**src/sv/fca_pkg.sv**
```systemverilog
// ----------------------------------------------------------------------------
// fca_pkg
// Shared types and constants of the single-precision calculator ALU.
// ----------------------------------------------------------------------------
`default_nettype none

package fca_pkg;

  // Largest accepted |exponent| of the power operation.
  localparam int MAX_EXP    = 64;
  localparam int CNT_W      = $clog2(MAX_EXP + 1);
  // Largest unbiased exponent of an exponent operand that can still pass.
  localparam int PWR_SH_MAX = 10;
  localparam int IVAL_W     = PWR_SH_MAX + 1;

  // Front-to-back queue (power of two).
  localparam int QDEPTH     = 2;
  localparam int QCNT_W     = $clog2(QDEPTH + 1);
  // Items that can be in flight: queue, back end, output register.
  localparam int MAX_PEND   = QDEPTH + 2;

  localparam logic [31:0] FP_ONE     = 32'h3F80_0000;
  localparam logic [31:0] FP_DEF_NAN = 32'hFFC0_0000;
  localparam logic [31:0] FP_QBIT    = 32'h0040_0000;

  localparam logic [2:0] CMD_ADD = 3'd0;
  localparam logic [2:0] CMD_SUB = 3'd1;
  localparam logic [2:0] CMD_MUL = 3'd2;
  localparam logic [2:0] CMD_DIV = 3'd3;
  localparam logic [2:0] CMD_POW = 3'd4;

  typedef enum logic [1:0] {
    OP_ADD = 2'd0,
    OP_SUB = 2'd1,
    OP_MUL = 2'd2,
    OP_DIV = 2'd3
  } fca_op_t;

  typedef enum logic [1:0] {
    K_ARITH  = 2'd0,
    K_POWER  = 2'd1,
    K_DIRECT = 2'd2
  } fca_kind_t;

  typedef struct packed {
    fca_kind_t        kind;
    fca_op_t          op;
    logic [31:0]      opa;
    logic [31:0]      opb;
    logic [CNT_W-1:0] cnt;
    logic             neg;
    logic [31:0]      dval;
    logic             dstat;
  } fca_item_t;

endpackage

`default_nettype wire

```
**src/sv/fca_if.sv**
```systemverilog
// ----------------------------------------------------------------------------
// fca_in_if / fca_out_if
// Valid/ready channels of the calculator ALU.
// ----------------------------------------------------------------------------
`default_nettype none

interface fca_in_if;
  logic        valid;
  logic        ready;
  logic [2:0]  cmd;
  logic [31:0] operand_a;
  logic [31:0] operand_b;

  modport source (output valid, output cmd, output operand_a, output operand_b,
                  input ready);
  modport sink (input valid, input cmd, input operand_a, input operand_b,
                output ready);
endinterface

interface fca_out_if;
  logic        valid;
  logic        ready;
  logic [31:0] result_value;
  logic        status;

  modport source (output valid, output result_value, output status, input ready);
  modport sink (input valid, input result_value, input status, output ready);
endinterface

`default_nettype wire

```
**src/sv/fca_front.sv**
```systemverilog
// ----------------------------------------------------------------------------
// fca_front
// Decodes the command and screens the power exponent before queuing.
// ----------------------------------------------------------------------------
`default_nettype none

module fca_front import fca_pkg::*; (
  fca_in_if.sink     in_chan,
  output logic       push_valid,
  input  logic       push_ready,
  output fca_item_t  push_item
);

  logic [7:0]        be;
  logic [23:0]       full;
  logic [7:0]        sh8;
  logic [3:0]        sh;
  logic [IVAL_W-1:0] ival;
  logic [23:0]       fmask;
  logic              zero_b;
  logic              in_range;
  logic              ok_pwr;

  assign push_valid    = in_chan.valid;
  assign in_chan.ready = push_ready;

  always_comb begin
    be       = in_chan.operand_b[30:23];
    full     = {1'b1, in_chan.operand_b[22:0]};
    sh8      = be - 8'd127;
    sh       = sh8[3:0];
    ival     = IVAL_W'(full >> (5'd23 - {1'b0, sh}));
    fmask    = (24'h1 << (5'd23 - {1'b0, sh})) - 24'h1;
    zero_b   = ~|in_chan.operand_b[30:0];
    in_range = (be >= 8'd127) && (be <= 8'(127 + PWR_SH_MAX));
    // exponent must be a whole number no larger than the bound
    ok_pwr   = zero_b ||
               (in_range && ((full & fmask) == 24'h0) && (ival <= IVAL_W'(MAX_EXP)));

    push_item       = '0;
    push_item.kind  = K_DIRECT;
    push_item.op    = OP_ADD;
    push_item.opa   = in_chan.operand_a;
    push_item.opb   = in_chan.operand_b;
    case (in_chan.cmd)
      CMD_ADD: begin
        push_item.kind = K_ARITH;
        push_item.op   = OP_ADD;
      end
      CMD_SUB: begin
        push_item.kind = K_ARITH;
        push_item.op   = OP_SUB;
      end
      CMD_MUL: begin
        push_item.kind = K_ARITH;
        push_item.op   = OP_MUL;
      end
      CMD_DIV: begin
        push_item.kind = K_ARITH;
        push_item.op   = OP_DIV;
      end
      CMD_POW: begin
        if (ok_pwr) begin
          push_item.kind = K_POWER;
          push_item.cnt  = zero_b ? '0 : ival[CNT_W-1:0];
          push_item.neg  = in_chan.operand_b[31] & ~zero_b;
        end else begin
          push_item.dstat = 1'b1;
        end
      end
      default: begin
        push_item.kind = K_DIRECT;
      end
    endcase
  end

endmodule

`default_nettype wire

```
**src/sv/fca_queue.sv**
```systemverilog
// ----------------------------------------------------------------------------
// fca_queue
// Short FIFO between the classifier and the execution sequencer.
// ----------------------------------------------------------------------------
`default_nettype none

module fca_queue import fca_pkg::*; (
  input  logic      clk,
  input  logic      rst_n,
  input  logic      push_valid,
  output logic      push_ready,
  input  fca_item_t push_item,
  output logic      pop_valid,
  input  logic      pop_ready,
  output fca_item_t pop_item
);

  localparam int PTR_W = (QDEPTH > 1) ? $clog2(QDEPTH) : 1;

  fca_item_t         mem_r [QDEPTH];
  logic [PTR_W-1:0]  wr_ptr_r, wr_ptr_nxt;
  logic [PTR_W-1:0]  rd_ptr_r, rd_ptr_nxt;
  logic [QCNT_W-1:0] cnt_r, cnt_nxt;
  logic              do_push, do_pop;

  assign push_ready = (cnt_r != QCNT_W'(QDEPTH));
  assign pop_valid  = (cnt_r != '0);
  assign pop_item   = mem_r[rd_ptr_r];
  assign do_push    = push_valid & push_ready;
  assign do_pop     = pop_valid & pop_ready;

  always_comb begin
    wr_ptr_nxt = do_push ? wr_ptr_r + 1'b1 : wr_ptr_r;
    rd_ptr_nxt = do_pop ? rd_ptr_r + 1'b1 : rd_ptr_r;
    cnt_nxt    = cnt_r;
    if (do_push && !do_pop) begin
      cnt_nxt = cnt_r + 1'b1;
    end else if (do_pop && !do_push) begin
      cnt_nxt = cnt_r - 1'b1;
    end
  end

  always_ff @(posedge clk) begin
    if (!rst_n) begin
      wr_ptr_r <= '0;
      rd_ptr_r <= '0;
      cnt_r    <= '0;
    end else begin
      wr_ptr_r <= wr_ptr_nxt;
      rd_ptr_r <= rd_ptr_nxt;
      cnt_r    <= cnt_nxt;
    end
  end

  always_ff @(posedge clk) begin
    if (do_push) begin
      mem_r[wr_ptr_r] <= push_item;
    end
  end

endmodule

`default_nettype wire

```
**src/sv/fca_back.sv**
```systemverilog
// ----------------------------------------------------------------------------
// fca_back
// Execution sequencer: shared add, multiply, radix-2 divide, normalize and
// round-to-nearest-even steps; iterates multiplies for the power operation.
// ----------------------------------------------------------------------------
`default_nettype none

module fca_back import fca_pkg::*; (
  input  logic      clk,
  input  logic      rst_n,
  input  logic      pop_valid,
  output logic      pop_ready,
  input  fca_item_t pop_item,
  fca_out_if.source out_chan
);

  localparam int DIV_BITS = 26;

  typedef enum logic [11:0] {
    S_IDLE  = 12'b0000_0000_0001,
    S_PWR   = 12'b0000_0000_0010,
    S_START = 12'b0000_0000_0100,
    S_ALIGN = 12'b0000_0000_1000,
    S_ADD   = 12'b0000_0001_0000,
    S_MUL   = 12'b0000_0010_0000,
    S_DIVN  = 12'b0000_0100_0000,
    S_DIV   = 12'b0000_1000_0000,
    S_NORM  = 12'b0001_0000_0000,
    S_DEN   = 12'b0010_0000_0000,
    S_RND   = 12'b0100_0000_0000,
    S_DONE  = 12'b1000_0000_0000
  } back_state_t;

  function automatic logic is_nan(logic [31:0] f);
    return (&f[30:23]) && (|f[22:0]);
  endfunction

  function automatic logic is_inf(logic [31:0] f);
    return (&f[30:23]) && ~(|f[22:0]);
  endfunction

  function automatic logic is_zero(logic [31:0] f);
    return ~(|f[30:0]);
  endfunction

  function automatic logic [7:0] exp_eff(logic [31:0] f);
    return (f[30:23] == 8'd0) ? 8'd1 : f[30:23];
  endfunction

  function automatic logic [23:0] sig24(logic [31:0] f);
    return {(f[30:23] != 8'd0), f[22:0]};
  endfunction

  function automatic logic [4:0] lzc24(logic [23:0] v);
    logic [4:0] n;
    n = 5'd24;
    for (int i = 0; i < 24; i++) begin
      if (v[i]) n = 5'(23 - i);
    end
    return n;
  endfunction

  function automatic logic [5:0] lzc49(logic [48:0] v);
    logic [5:0] n;
    n = 6'd49;
    for (int i = 0; i < 49; i++) begin
      if (v[i]) n = 6'(48 - i);
    end
    return n;
  endfunction

  // NaN, infinity, division-by-zero and invalid cases; MSB set when the result is decided here.
  function automatic logic [32:0] fp_special(fca_op_t op, logic [31:0] x,
                                             logic [31:0] y);
    logic [31:0] yb;
    logic        sp;
    logic [32:0] r;
    yb = y;
    if (op == OP_SUB) yb[31] = ~y[31];
    sp = x[31] ^ y[31];
    r  = '0;
    if (is_nan(x)) begin
      r = {1'b1, x | FP_QBIT};
    end else if (is_nan(y)) begin
      r = {1'b1, y | FP_QBIT};
    end else begin
      case (op)
        OP_ADD, OP_SUB: begin
          if (is_inf(x) && is_inf(yb) && (x[31] != yb[31])) r = {1'b1, FP_DEF_NAN};
          else if (is_inf(x)) r = {1'b1, x};
          else if (is_inf(yb)) r = {1'b1, yb};
        end
        OP_MUL: begin
          if ((is_inf(x) && is_zero(y)) || (is_zero(x) && is_inf(y))) begin
            r = {1'b1, FP_DEF_NAN};
          end else if (is_inf(x) || is_inf(y)) begin
            r = {1'b1, sp, 8'hFF, 23'h0};
          end
        end
        OP_DIV: begin
          if ((is_inf(x) && is_inf(y)) || (is_zero(x) && is_zero(y))) begin
            r = {1'b1, FP_DEF_NAN};
          end else if (is_inf(x)) begin
            r = {1'b1, sp, 8'hFF, 23'h0};
          end else if (is_inf(y)) begin
            r = {1'b1, sp, 31'h0};
          end else if (is_zero(y)) begin
            r = {1'b1, sp, 8'hFF, 23'h0};
          end
        end
        default: r = '0;
      endcase
    end
    return r;
  endfunction

  back_state_t       state_r, state_nxt;
  logic              pwr_r, pwr_nxt;
  fca_op_t           op_r, op_nxt;
  logic [31:0]       x_r, x_nxt, y_r, y_nxt, base_r, base_nxt;
  logic [CNT_W-1:0]  cnt_r, cnt_nxt;
  logic              neg_r, neg_nxt;
  logic [31:0]       res_r, res_nxt;
  logic              stat_r, stat_nxt;
  logic              rs_r, rs_nxt, zs_r, zs_nxt, sub_r, sub_nxt;
  logic signed [11:0] re_r, re_nxt;
  logic [49:0]       rm_r, rm_nxt, sm_r, sm_nxt;
  logic              zf_r, zf_nxt, ovf_r, ovf_nxt;
  logic [7:0]        pe_r, pe_nxt;
  logic [22:0]       pf_r, pf_nxt;
  logic              g_r, g_nxt, st_r, st_nxt;
  logic [DIV_BITS-1:0] dq_r, dq_nxt;
  logic [24:0]       drem_r, drem_nxt;
  logic [23:0]       dd_r, dd_nxt;
  logic [4:0]        dcnt_r, dcnt_nxt;
  logic              out_valid_r, out_valid_nxt;
  logic [31:0]       out_val_r, out_val_nxt;
  logic              out_stat_r, out_stat_nxt;

  // datapath temporaries
  logic [32:0]       spc;
  logic [31:0]       yb, lop, sop;
  logic              a_big;
  logic [7:0]        el, es, dsh;
  logic [49:0]       small0, smask, sum;
  logic [47:0]       prod;
  logic [4:0]        lza, lzb;
  logic              ge;
  logic [24:0]       diff;
  logic [DIV_BITS-1:0] nq;
  logic [5:0]        lz;
  logic [11:0]       dsh12;
  logic [49:0]       dm, dmask;
  logic              inc;

  assign pop_ready           = (state_r == S_IDLE);
  assign out_chan.valid        = out_valid_r;
  assign out_chan.result_value = out_val_r;
  assign out_chan.status       = out_stat_r;

  always_comb begin
    state_nxt = state_r;
    pwr_nxt   = pwr_r;
    op_nxt    = op_r;
    x_nxt     = x_r;
    y_nxt     = y_r;
    base_nxt  = base_r;
    cnt_nxt   = cnt_r;
    neg_nxt   = neg_r;
    res_nxt   = res_r;
    stat_nxt  = stat_r;
    rs_nxt    = rs_r;
    zs_nxt    = zs_r;
    sub_nxt   = sub_r;
    re_nxt    = re_r;
    rm_nxt    = rm_r;
    sm_nxt    = sm_r;
    zf_nxt    = zf_r;
    ovf_nxt   = ovf_r;
    pe_nxt    = pe_r;
    pf_nxt    = pf_r;
    g_nxt     = g_r;
    st_nxt    = st_r;
    dq_nxt    = dq_r;
    drem_nxt  = drem_r;
    dd_nxt    = dd_r;
    dcnt_nxt  = dcnt_r;
    out_valid_nxt = out_valid_r & ~out_chan.ready;
    out_val_nxt   = out_val_r;
    out_stat_nxt  = out_stat_r;

    spc    = fp_special(op_r, x_r, y_r);
    yb     = {y_r[31] ^ (op_r == OP_SUB), y_r[30:0]};
    a_big  = (x_r[30:0] >= y_r[30:0]);
    lop    = a_big ? x_r : yb;
    sop    = a_big ? yb : x_r;
    el     = exp_eff(lop);
    es     = exp_eff(sop);
    dsh    = el - es;
    small0 = {1'b0, sig24(sop), 25'h0};
    smask  = ~({50{1'b1}} << dsh);
    sum    = sub_r ? rm_r - sm_r : rm_r + sm_r;
    prod   = sig24(x_r) * sig24(y_r);
    lza    = lzc24(sig24(x_r));
    lzb    = lzc24(sig24(y_r));
    ge     = (drem_r >= {1'b0, dd_r});
    diff   = ge ? drem_r - {1'b0, dd_r} : drem_r;
    nq     = {dq_r[DIV_BITS-2:0], ge};
    lz     = lzc49(rm_r[48:0]);
    dsh12  = 12'd1 - re_r;
    dm     = rm_r >> dsh12;
    dmask  = ~({50{1'b1}} << dsh12);
    inc    = g_r & (st_r | pf_r[0]);

    case (state_r)
      S_IDLE: begin
        if (pop_valid) begin
          stat_nxt = 1'b0;
          case (pop_item.kind)
            K_ARITH: begin
              pwr_nxt   = 1'b0;
              op_nxt    = pop_item.op;
              x_nxt     = pop_item.opa;
              y_nxt     = pop_item.opb;
              state_nxt = S_START;
            end
            K_POWER: begin
              pwr_nxt   = 1'b1;
              base_nxt  = pop_item.opa;
              cnt_nxt   = pop_item.cnt;
              neg_nxt   = pop_item.neg;
              res_nxt   = FP_ONE;
              state_nxt = S_PWR;
            end
            default: begin
              res_nxt   = pop_item.dval;
              stat_nxt  = pop_item.dstat;
              state_nxt = S_DONE;
            end
          endcase
        end
      end
      S_PWR: begin
        if (cnt_r != '0) begin
          op_nxt    = OP_MUL;
          x_nxt     = res_r;
          y_nxt     = base_r;
          cnt_nxt   = cnt_r - 1'b1;
          state_nxt = S_START;
        end else if (neg_r) begin
          // final reciprocal for a negative exponent
          op_nxt    = OP_DIV;
          x_nxt     = FP_ONE;
          y_nxt     = res_r;
          neg_nxt   = 1'b0;
          state_nxt = S_START;
        end else begin
          state_nxt = S_DONE;
        end
      end
      S_START: begin
        if (spc[32]) begin
          res_nxt   = spc[31:0];
          state_nxt = pwr_r ? S_PWR : S_DONE;
        end else begin
          case (op_r)
            OP_ADD, OP_SUB: state_nxt = S_ALIGN;
            OP_MUL:         state_nxt = S_MUL;
            default:        state_nxt = S_DIVN;
          endcase
        end
      end
      S_ALIGN: begin
        rm_nxt    = {1'b0, sig24(lop), 25'h0};
        sm_nxt    = (small0 >> dsh) | {49'h0, |(small0 & smask)};
        re_nxt    = $signed({4'h0, el});
        rs_nxt    = lop[31];
        sub_nxt   = lop[31] ^ sop[31];
        // sign of an exact zero sum
        zs_nxt    = x_r[31] & yb[31];
        state_nxt = S_ADD;
      end
      S_ADD: begin
        rm_nxt    = sum;
        if (sum == 50'h0) rs_nxt = zs_r;
        state_nxt = S_NORM;
      end
      S_MUL: begin
        rm_nxt    = {prod, 2'b00};
        re_nxt    = $signed({4'h0, exp_eff(x_r)}) + $signed({4'h0, exp_eff(y_r)})
                    - 12'sd127;
        rs_nxt    = x_r[31] ^ y_r[31];
        state_nxt = S_NORM;
      end
      S_DIVN: begin
        drem_nxt  = {1'b0, sig24(x_r) << lza};
        dd_nxt    = sig24(y_r) << lzb;
        dq_nxt    = '0;
        dcnt_nxt  = '0;
        re_nxt    = $signed({4'h0, exp_eff(x_r)}) - $signed({7'h0, lza})
                    - $signed({4'h0, exp_eff(y_r)}) + $signed({7'h0, lzb}) + 12'sd127;
        rs_nxt    = x_r[31] ^ y_r[31];
        state_nxt = S_DIV;
      end
      S_DIV: begin
        dq_nxt   = nq;
        drem_nxt = {diff[23:0], 1'b0};
        dcnt_nxt = dcnt_r + 1'b1;
        if (dcnt_r == 5'(DIV_BITS - 1)) begin
          rm_nxt    = {1'b0, nq, |diff, 22'h0};
          state_nxt = S_NORM;
        end
      end
      S_NORM: begin
        zf_nxt = (rm_r == 50'h0);
        if (rm_r[49]) begin
          rm_nxt = {1'b0, rm_r[49:1]} | {49'h0, rm_r[0]};
          re_nxt = re_r + 12'sd1;
        end else if (rm_r != 50'h0) begin
          rm_nxt = rm_r << lz;
          re_nxt = re_r - $signed({6'h0, lz});
        end
        state_nxt = S_DEN;
      end
      S_DEN: begin
        ovf_nxt = (re_r >= 12'sd255);
        if (re_r <= 12'sd0) begin
          // subnormal: shift right with sticky
          pe_nxt = 8'h0;
          pf_nxt = dm[47:25];
          g_nxt  = dm[24];
          st_nxt = (|dm[23:0]) | (|(rm_r & dmask));
        end else begin
          pe_nxt = re_r[7:0];
          pf_nxt = rm_r[47:25];
          g_nxt  = rm_r[24];
          st_nxt = |rm_r[23:0];
        end
        state_nxt = S_RND;
      end
      S_RND: begin
        if (zf_r) begin
          res_nxt = {rs_r, 31'h0};
        end else if (ovf_r) begin
          res_nxt = {rs_r, 8'hFF, 23'h0};
        end else begin
          // carry out of the fraction bumps the exponent field
          res_nxt = {rs_r, {pe_r, pf_r} + {30'h0, inc}};
        end
        state_nxt = pwr_r ? S_PWR : S_DONE;
      end
      S_DONE: begin
        if (!out_valid_r || out_chan.ready) begin
          out_valid_nxt = 1'b1;
          out_val_nxt   = res_r;
          out_stat_nxt  = stat_r;
          state_nxt     = S_IDLE;
        end
      end
      default: state_nxt = S_IDLE;
    endcase
  end

  always_ff @(posedge clk) begin
    if (!rst_n) begin
      state_r     <= S_IDLE;
      out_valid_r <= 1'b0;
    end else begin
      state_r     <= state_nxt;
      out_valid_r <= out_valid_nxt;
    end
  end

  always_ff @(posedge clk) begin
    pwr_r      <= pwr_nxt;
    op_r       <= op_nxt;
    x_r        <= x_nxt;
    y_r        <= y_nxt;
    base_r     <= base_nxt;
    cnt_r      <= cnt_nxt;
    neg_r      <= neg_nxt;
    res_r      <= res_nxt;
    stat_r     <= stat_nxt;
    rs_r       <= rs_nxt;
    zs_r       <= zs_nxt;
    sub_r      <= sub_nxt;
    re_r       <= re_nxt;
    rm_r       <= rm_nxt;
    sm_r       <= sm_nxt;
    zf_r       <= zf_nxt;
    ovf_r      <= ovf_nxt;
    pe_r       <= pe_nxt;
    pf_r       <= pf_nxt;
    g_r        <= g_nxt;
    st_r       <= st_nxt;
    dq_r       <= dq_nxt;
    drem_r     <= drem_nxt;
    dd_r       <= dd_nxt;
    dcnt_r     <= dcnt_nxt;
    out_val_r  <= out_val_nxt;
    out_stat_r <= out_stat_nxt;
  end

endmodule

`default_nettype wire

```
**src/sv/float_calculator_alu_core.sv**
```systemverilog
// ----------------------------------------------------------------------------
// float_calculator_alu_core
// Power: one multiply per unit of |b|, plus a final reciprocal divide for a negative b.
// One item executes at a time; set by the shared multiply/divide sequencer.
// Up to two more items are taken into the queue while one executes.
// Synchronous active-low reset empties the queue and output register.
// ----------------------------------------------------------------------------
`default_nettype none

module float_calculator_alu_core import fca_pkg::*; (
  input  logic       clk,
  input  logic       rst_n,
  fca_in_if.sink     in_chan,
  fca_out_if.source  out_chan
);

  logic      push_valid, push_ready;
  fca_item_t push_item;
  logic      pop_valid, pop_ready;
  fca_item_t pop_item;

  fca_front u_front (
    .in_chan    (in_chan),
    .push_valid (push_valid),
    .push_ready (push_ready),
    .push_item  (push_item)
  );

  fca_queue u_queue (
    .clk        (clk),
    .rst_n      (rst_n),
    .push_valid (push_valid),
    .push_ready (push_ready),
    .push_item  (push_item),
    .pop_valid  (pop_valid),
    .pop_ready  (pop_ready),
    .pop_item   (pop_item)
  );

  fca_back u_back (
    .clk       (clk),
    .rst_n     (rst_n),
    .pop_valid (pop_valid),
    .pop_ready (pop_ready),
    .pop_item  (pop_item),
    .out_chan  (out_chan)
  );

endmodule

`default_nettype wire

```
**src/flat_wrapper.sv**
```systemverilog
// flat-port wrapper written by rule: the top's interface ports become plain ports
module float_calculator_alu_core_flat import fca_pkg::*;
  (clk, rst_n, in_chan_valid, in_chan_cmd, in_chan_operand_a, in_chan_operand_b, in_chan_ready, out_chan_valid, out_chan_result_value, out_chan_status, out_chan_ready);
  fca_in_if in_chan_i ();
  fca_out_if out_chan_i ();
  input  logic clk;
  input  logic rst_n;
  input wire logic [$bits(in_chan_i.valid)-1:0] in_chan_valid;
  input wire logic [$bits(in_chan_i.cmd)-1:0] in_chan_cmd;
  input wire logic [$bits(in_chan_i.operand_a)-1:0] in_chan_operand_a;
  input wire logic [$bits(in_chan_i.operand_b)-1:0] in_chan_operand_b;
  output wire logic [$bits(in_chan_i.ready)-1:0] in_chan_ready;
  output wire logic [$bits(out_chan_i.valid)-1:0] out_chan_valid;
  output wire logic [$bits(out_chan_i.result_value)-1:0] out_chan_result_value;
  output wire logic [$bits(out_chan_i.status)-1:0] out_chan_status;
  input wire logic [$bits(out_chan_i.ready)-1:0] out_chan_ready;
  assign in_chan_i.valid = in_chan_valid;
  assign in_chan_i.cmd = in_chan_cmd;
  assign in_chan_i.operand_a = in_chan_operand_a;
  assign in_chan_i.operand_b = in_chan_operand_b;
  assign in_chan_ready = in_chan_i.ready;
  assign out_chan_valid = out_chan_i.valid;
  assign out_chan_result_value = out_chan_i.result_value;
  assign out_chan_status = out_chan_i.status;
  assign out_chan_i.ready = out_chan_ready;
  float_calculator_alu_core u_core (.clk(clk), .rst_n(rst_n), .in_chan(in_chan_i), .out_chan(out_chan_i));
endmodule
```
**config.mk**
```make
export PLATFORM = sky130hd
export DESIGN_NAME = float_calculator_alu_core_flat
export DESIGN_NICKNAME = d
export VERILOG_FILES = /design/src/sv/fca_pkg.sv /design/src/sv/fca_if.sv /design/src/sv/fca_front.sv /design/src/sv/fca_queue.sv /design/src/sv/fca_back.sv /design/src/sv/float_calculator_alu_core.sv /design/src/flat_wrapper.sv
export SDC_FILE = /design/constraint.sdc
export NUM_CORES = 2
export LEC_CHECK = 0
export BUFFER_PORTS_ARGS = -buffer_cell sky130_fd_sc_hd__clkbuf_2
export CORE_ASPECT_RATIO = 1.75
export CORE_MARGIN = 2
export CORE_UTILIZATION = 35
export CTS_CLUSTER_SIZE = 12
export DETAILED_ROUTE_END_ITERATION = 7
export PLACE_DENSITY_LB_ADDON = 0.08
export SETUP_SLACK_MARGIN = 0.3
export SLEW_MARGIN = 20
export SYNTH_ARGS = -nofsm -noshare
export SYNTH_HDL_FRONTEND = slang
export SYNTH_SLANG_ARGS = --single-unit
```
**constraint.sdc**
```tcl
create_clock -name clk -period 7 [get_ports clk]
set_input_delay 1.05 -clock clk [delete_from_list [all_inputs] [get_ports clk]]
set_output_delay 1.05 -clock clk [all_outputs]
set_load 0.02 [all_outputs]
```
==> flow_summary.json <==
{
  "status": "finished with violations",
  "failing_checks": "negative setup slack",
  "clock_skew_after_layout_ns": 0.05498,
  "hp-class": "reg2reg",
  "slew-limit-headroom_pct": 25.18,
  "ctsHoldBuffers": 0,
  "synthesis.area_per_instance_um2": 9.000,
  "worstSetupStartpointType": "flip-flop",
  "post-route-worst-setup-slack_ns": -0.2674,
  "route.antenna.remaining_nets": 0,
  "wl_per_cell_um": 30.27,
  "die_width_um": 327.4,
  "grt.total_usage_pct": 32.47,
  "worstSkewPairLatency_ns": 0.71,
  "postRouteWirelength_um": 306300,
  "fp.coreArea_um2": 181800,
  "vias_per_cell": 5.816,
  "synth.yosys.seq_area_share_pct": 26.58,
  "io_pins": 106,
  "endpoint_kind": "flip-flop",
  "grt_pass1_wl_um": 436900,
  "cell_variety_after_synth": 105,
  "syn2layout_area_growth_pct": 21.11,
  "finish.net_count": 8606,
  "timing.critical_path.required_ns": 7.40,
  "fmaxAchievable_mhz": 137.6,
  "synthCells": 7118,
  "sinks_on_clock_net": 573,
  "first_global_vias": 61266,
  "htree_num_levels": 3,
  "worst_slew_pin_slew_ns": 1.119,
  "deepest_clock_path_buffer_count": 3,
  "floorplan.die.height_um": 570.0,
  "synth.cell_area_um2": 64070,
  "hold_violations": 0,
  "cp.arrival_ns": 7.67,
  "yosys_most_used_dff": "sky130_fd_sc_hd__edfxtp_1",
  "yosys_warnings": 0,
  "clk_transition_reported_paths_ns": 0.07,
  "placement_rows": 207,
  "global_route.overflow_total": 0,
  "unrepaired_setup_endpoints_after_global_routing": "true",
  "first_pass_iters": 6,
  "route.vias.total": 58859,
  "cts_buffers": 66,
  "antenna_violations_before_repair": 13,
  "hpwlAfterDp_um": 247100,
  "synth_enable_flop_cells": 555,
  "cts.root.buffer_cell": "sky130_fd_sc_hd__clkbuf_16",
  "layout.core_utilization_pct": 42.67,
  "layout_min_cycle_time_ns": 7.267,
  "global_placement_routability_congestion": 1.001,
  "cap_violations": 0,
  "drt_drc_violations_left": 0,
  "final_min_period_over_clock_period_pct": 103.8,
  "dieArea_um2": 186600,
  "grt_max_degree": 68,
  "slew_violations": 0,
  "timing.setup.critical_path_class": "reg2reg",
  "drive_above_1_share_pct": 20.18,
  "cp_max_fo": 7,
  "cts_tree": "yes",
  "share_of_flip_flops_with_an_asynchronous_set_or_reset_pct": 0,
  "synth-seq-cells": 573,
  "placement.io_buffers": 105,
  "setup_viol_count_final": 21,
  "initial_utilization_pct": 35.24,
  "drt-initial-drc-count": 4473
}
## layer usage
| metal | wire, um | GRT usage [%] | vias to the layer above |
|---|---|---|---|
| li1 | - | - | 26103 |
| met1 | 107500 | 34.40 | 29710 |
| met2 | 157500 | 58.93 | 2155 |
| met3 | 14450 | 3.983 | 887 |
| met4 | 26940 | 23.58 | 4 |
| met5 | 27 | 0 | - |
## placed cells by master, fill, tap and decap left out, drive strengths merged, types with 83 or more instances in the layout
master,count
nor2,492
mux2i,313
o21ai,318
and2,197
a21oi,379
nand3,123
nor2b,86
ha,372
buf,850
edfxtp,555
inv,691
nand2,905
mux2,83
a211oi,99
clkbuf,186
nor3,126
a31oi,97
xnor2,162
fa,493
## final timing paths
kind / startpoint / end / cells past startpoint / slack, ns
setup reg to reg: u_core.u_back.y_r[2] / u_core.u_back.rm_r[42] / 26 / -0.27
hold / removal: u_core.u_back.res_r[8] / u_core.u_back.out_chan.result_value[8] / 0 / 0.49
hold reg to reg: u_core.u_back.res_r[8] / u_core.u_back.out_chan.result_value[8] / 0 / 0.49
setup / recovery: u_core.u_back.y_r[2] / u_core.u_back.rm_r[42] / 26 / -0.27
## critical path: stages (launching register included)
cell and delay (ns):
sky130_fd_sc_hd__edfxtp_1 0.49, sky130_fd_sc_hd__buf_6 0.17, sky130_fd_sc_hd__buf_12 0.13, sky130_fd_sc_hd__and2_4 0.13, sky130_fd_sc_hd__fa_1 0.47, sky130_fd_sc_hd__fa_1 0.53, sky130_fd_sc_hd__fa_2 0.59, sky130_fd_sc_hd__inv_2 0.04
sky130_fd_sc_hd__fa_1 0.48, sky130_fd_sc_hd__fa_2 0.56, sky130_fd_sc_hd__inv_2 0.04, sky130_fd_sc_hd__fa_2 0.43, sky130_fd_sc_hd__fa_2 0.59, sky130_fd_sc_hd__ha_4 0.14, sky130_fd_sc_hd__a21o_1 0.17, sky130_fd_sc_hd__a21boi_4 0.07
sky130_fd_sc_hd__buf_4 0.14, sky130_fd_sc_hd__a211oi_4 0.22, sky130_fd_sc_hd__o31ai_4 0.15, sky130_fd_sc_hd__a31o_4 0.28, sky130_fd_sc_hd__and4b_2 0.24, sky130_fd_sc_hd__o311ai_4 0.29, sky130_fd_sc_hd__buf_4 0.19, sky130_fd_sc_hd__nand3_2 0.07
sky130_fd_sc_hd__xnor2_1 0.14, sky130_fd_sc_hd__nand2_1 0.08, sky130_fd_sc_hd__nand4b_1 0.14
## cell type report
cell class,count,area [um^2]
flip-flops and latches,573,17030
diodes,8,20.02
clock inverters,27,367.9
inverters,698,2629
repair buffers,956,8178
multi-input cells,5375,44650
fillers,18198,104200
well taps,2403,3007
clock buffers,80,1704
## registers in the layout, summed over array words and instances (netlist names), 8 cells and up, named ones only
name,count
u_core.u_back.out_chan.result_value,32
u_core.u_back.re_r,12
u_core.u_back.base_r,32
u_core.u_back.pe_r,8
u_core.u_queue.mem_r,154
u_core.u_back.res_r,32
u_core.u_back.sm_r,49
u_core.u_back.pf_r,23
u_core.u_back.dd_r,24
u_core.u_back.dq_r,25
u_core.u_back.y_r,32
u_core.u_back.state_r,12
u_core.u_back.x_r,32
u_core.u_back.rm_r,50
u_core.u_back.drem_r,25
## cells by family after synthesis
| group | share of synthesized area [%] |
|---|---|
| buffers and inverters | 7.037 |
| and+or+nand+nor | 16.60 |
| AOI/OAI and AO/OA | 15.85 |
| other | 0.005853 |
| muxes | 7.992 |
| xor gates and xnor gates | 3.267 |
| adders and majority gates | 22.67 |
| DFF | 26.58 |
## synthesized netlist by cell type, drive strengths merged, types with 33 or more instances
cell / n / area [um^2]
nand2: 905 / 3400
inv: 683 / 2566
edfxtp: 555 / 16670
fa: 493 / 9869
nor2: 492 / 1852
a21oi: 379 / 1904
ha: 372 / 4654
clkbuf: 366 / 1374
o21ai: 318 / 1592
mux2i: 313 / 3146
and2: 197 / 1232
xnor2: 162 / 1419
nor3: 126 / 630.6
nand3: 123 / 615.6
buf: 108 / 511.7
a211oi: 99 / 743.2
a31oi: 97 / 606.8
nor2b: 86 / 538.0
mux2: 83 / 934.7
a21o: 78 / 585.6
xor2: 77 / 674.4
nor4: 76 / 488.0
o22ai: 64 / 400.4
a22oi: 61 / 457.9
nand4: 55 / 344.1
nand2b: 47 / 294.0
o211ai: 47 / 352.8
mux4: 46 / 1040
o21a: 43 / 322.8
or3: 43 / 269.0
o31ai: 42 / 315.3
and3: 41 / 256.5
a221oi: 36 / 327.8
o221ai: 35 / 306.5
o21bai: 33 / 247.7
## what timing repair did
| action | in CTS | in global routing |
|---|---|---|
| endpoints found under the setup margin | 80 | 77 |
| cloned | 1 | 2 |
| buffers inserted | 77 | 35 |
| gates resized for setup | 275 | 158 |
| pin swaps | 118 | 115 |
## metrics by stage
stage	cell area, um^2	hold WS [ns]	instances	setup TNS (ns)	worst slack, ns
6_report	77590	0.4939	10120	-3.207	-0.2674
5_1_grt	77570	0.5049	10114	-7.346	-0.4583
4_1_cts	76540	0.4850	10075	-2.657	-0.2699
3_5_place_dp	72690	0.4343	9890	-7.882	-0.6611
3_3_place_gp	72690	0.4833	9890	-9.764	-0.7750
2_1_floorplan	64860	0.4003	7120	0	0.08437
Power is left out: the tool's default activity adds up to more than one toggle a clock period on the data nets, which glitch-free logic cannot reach.
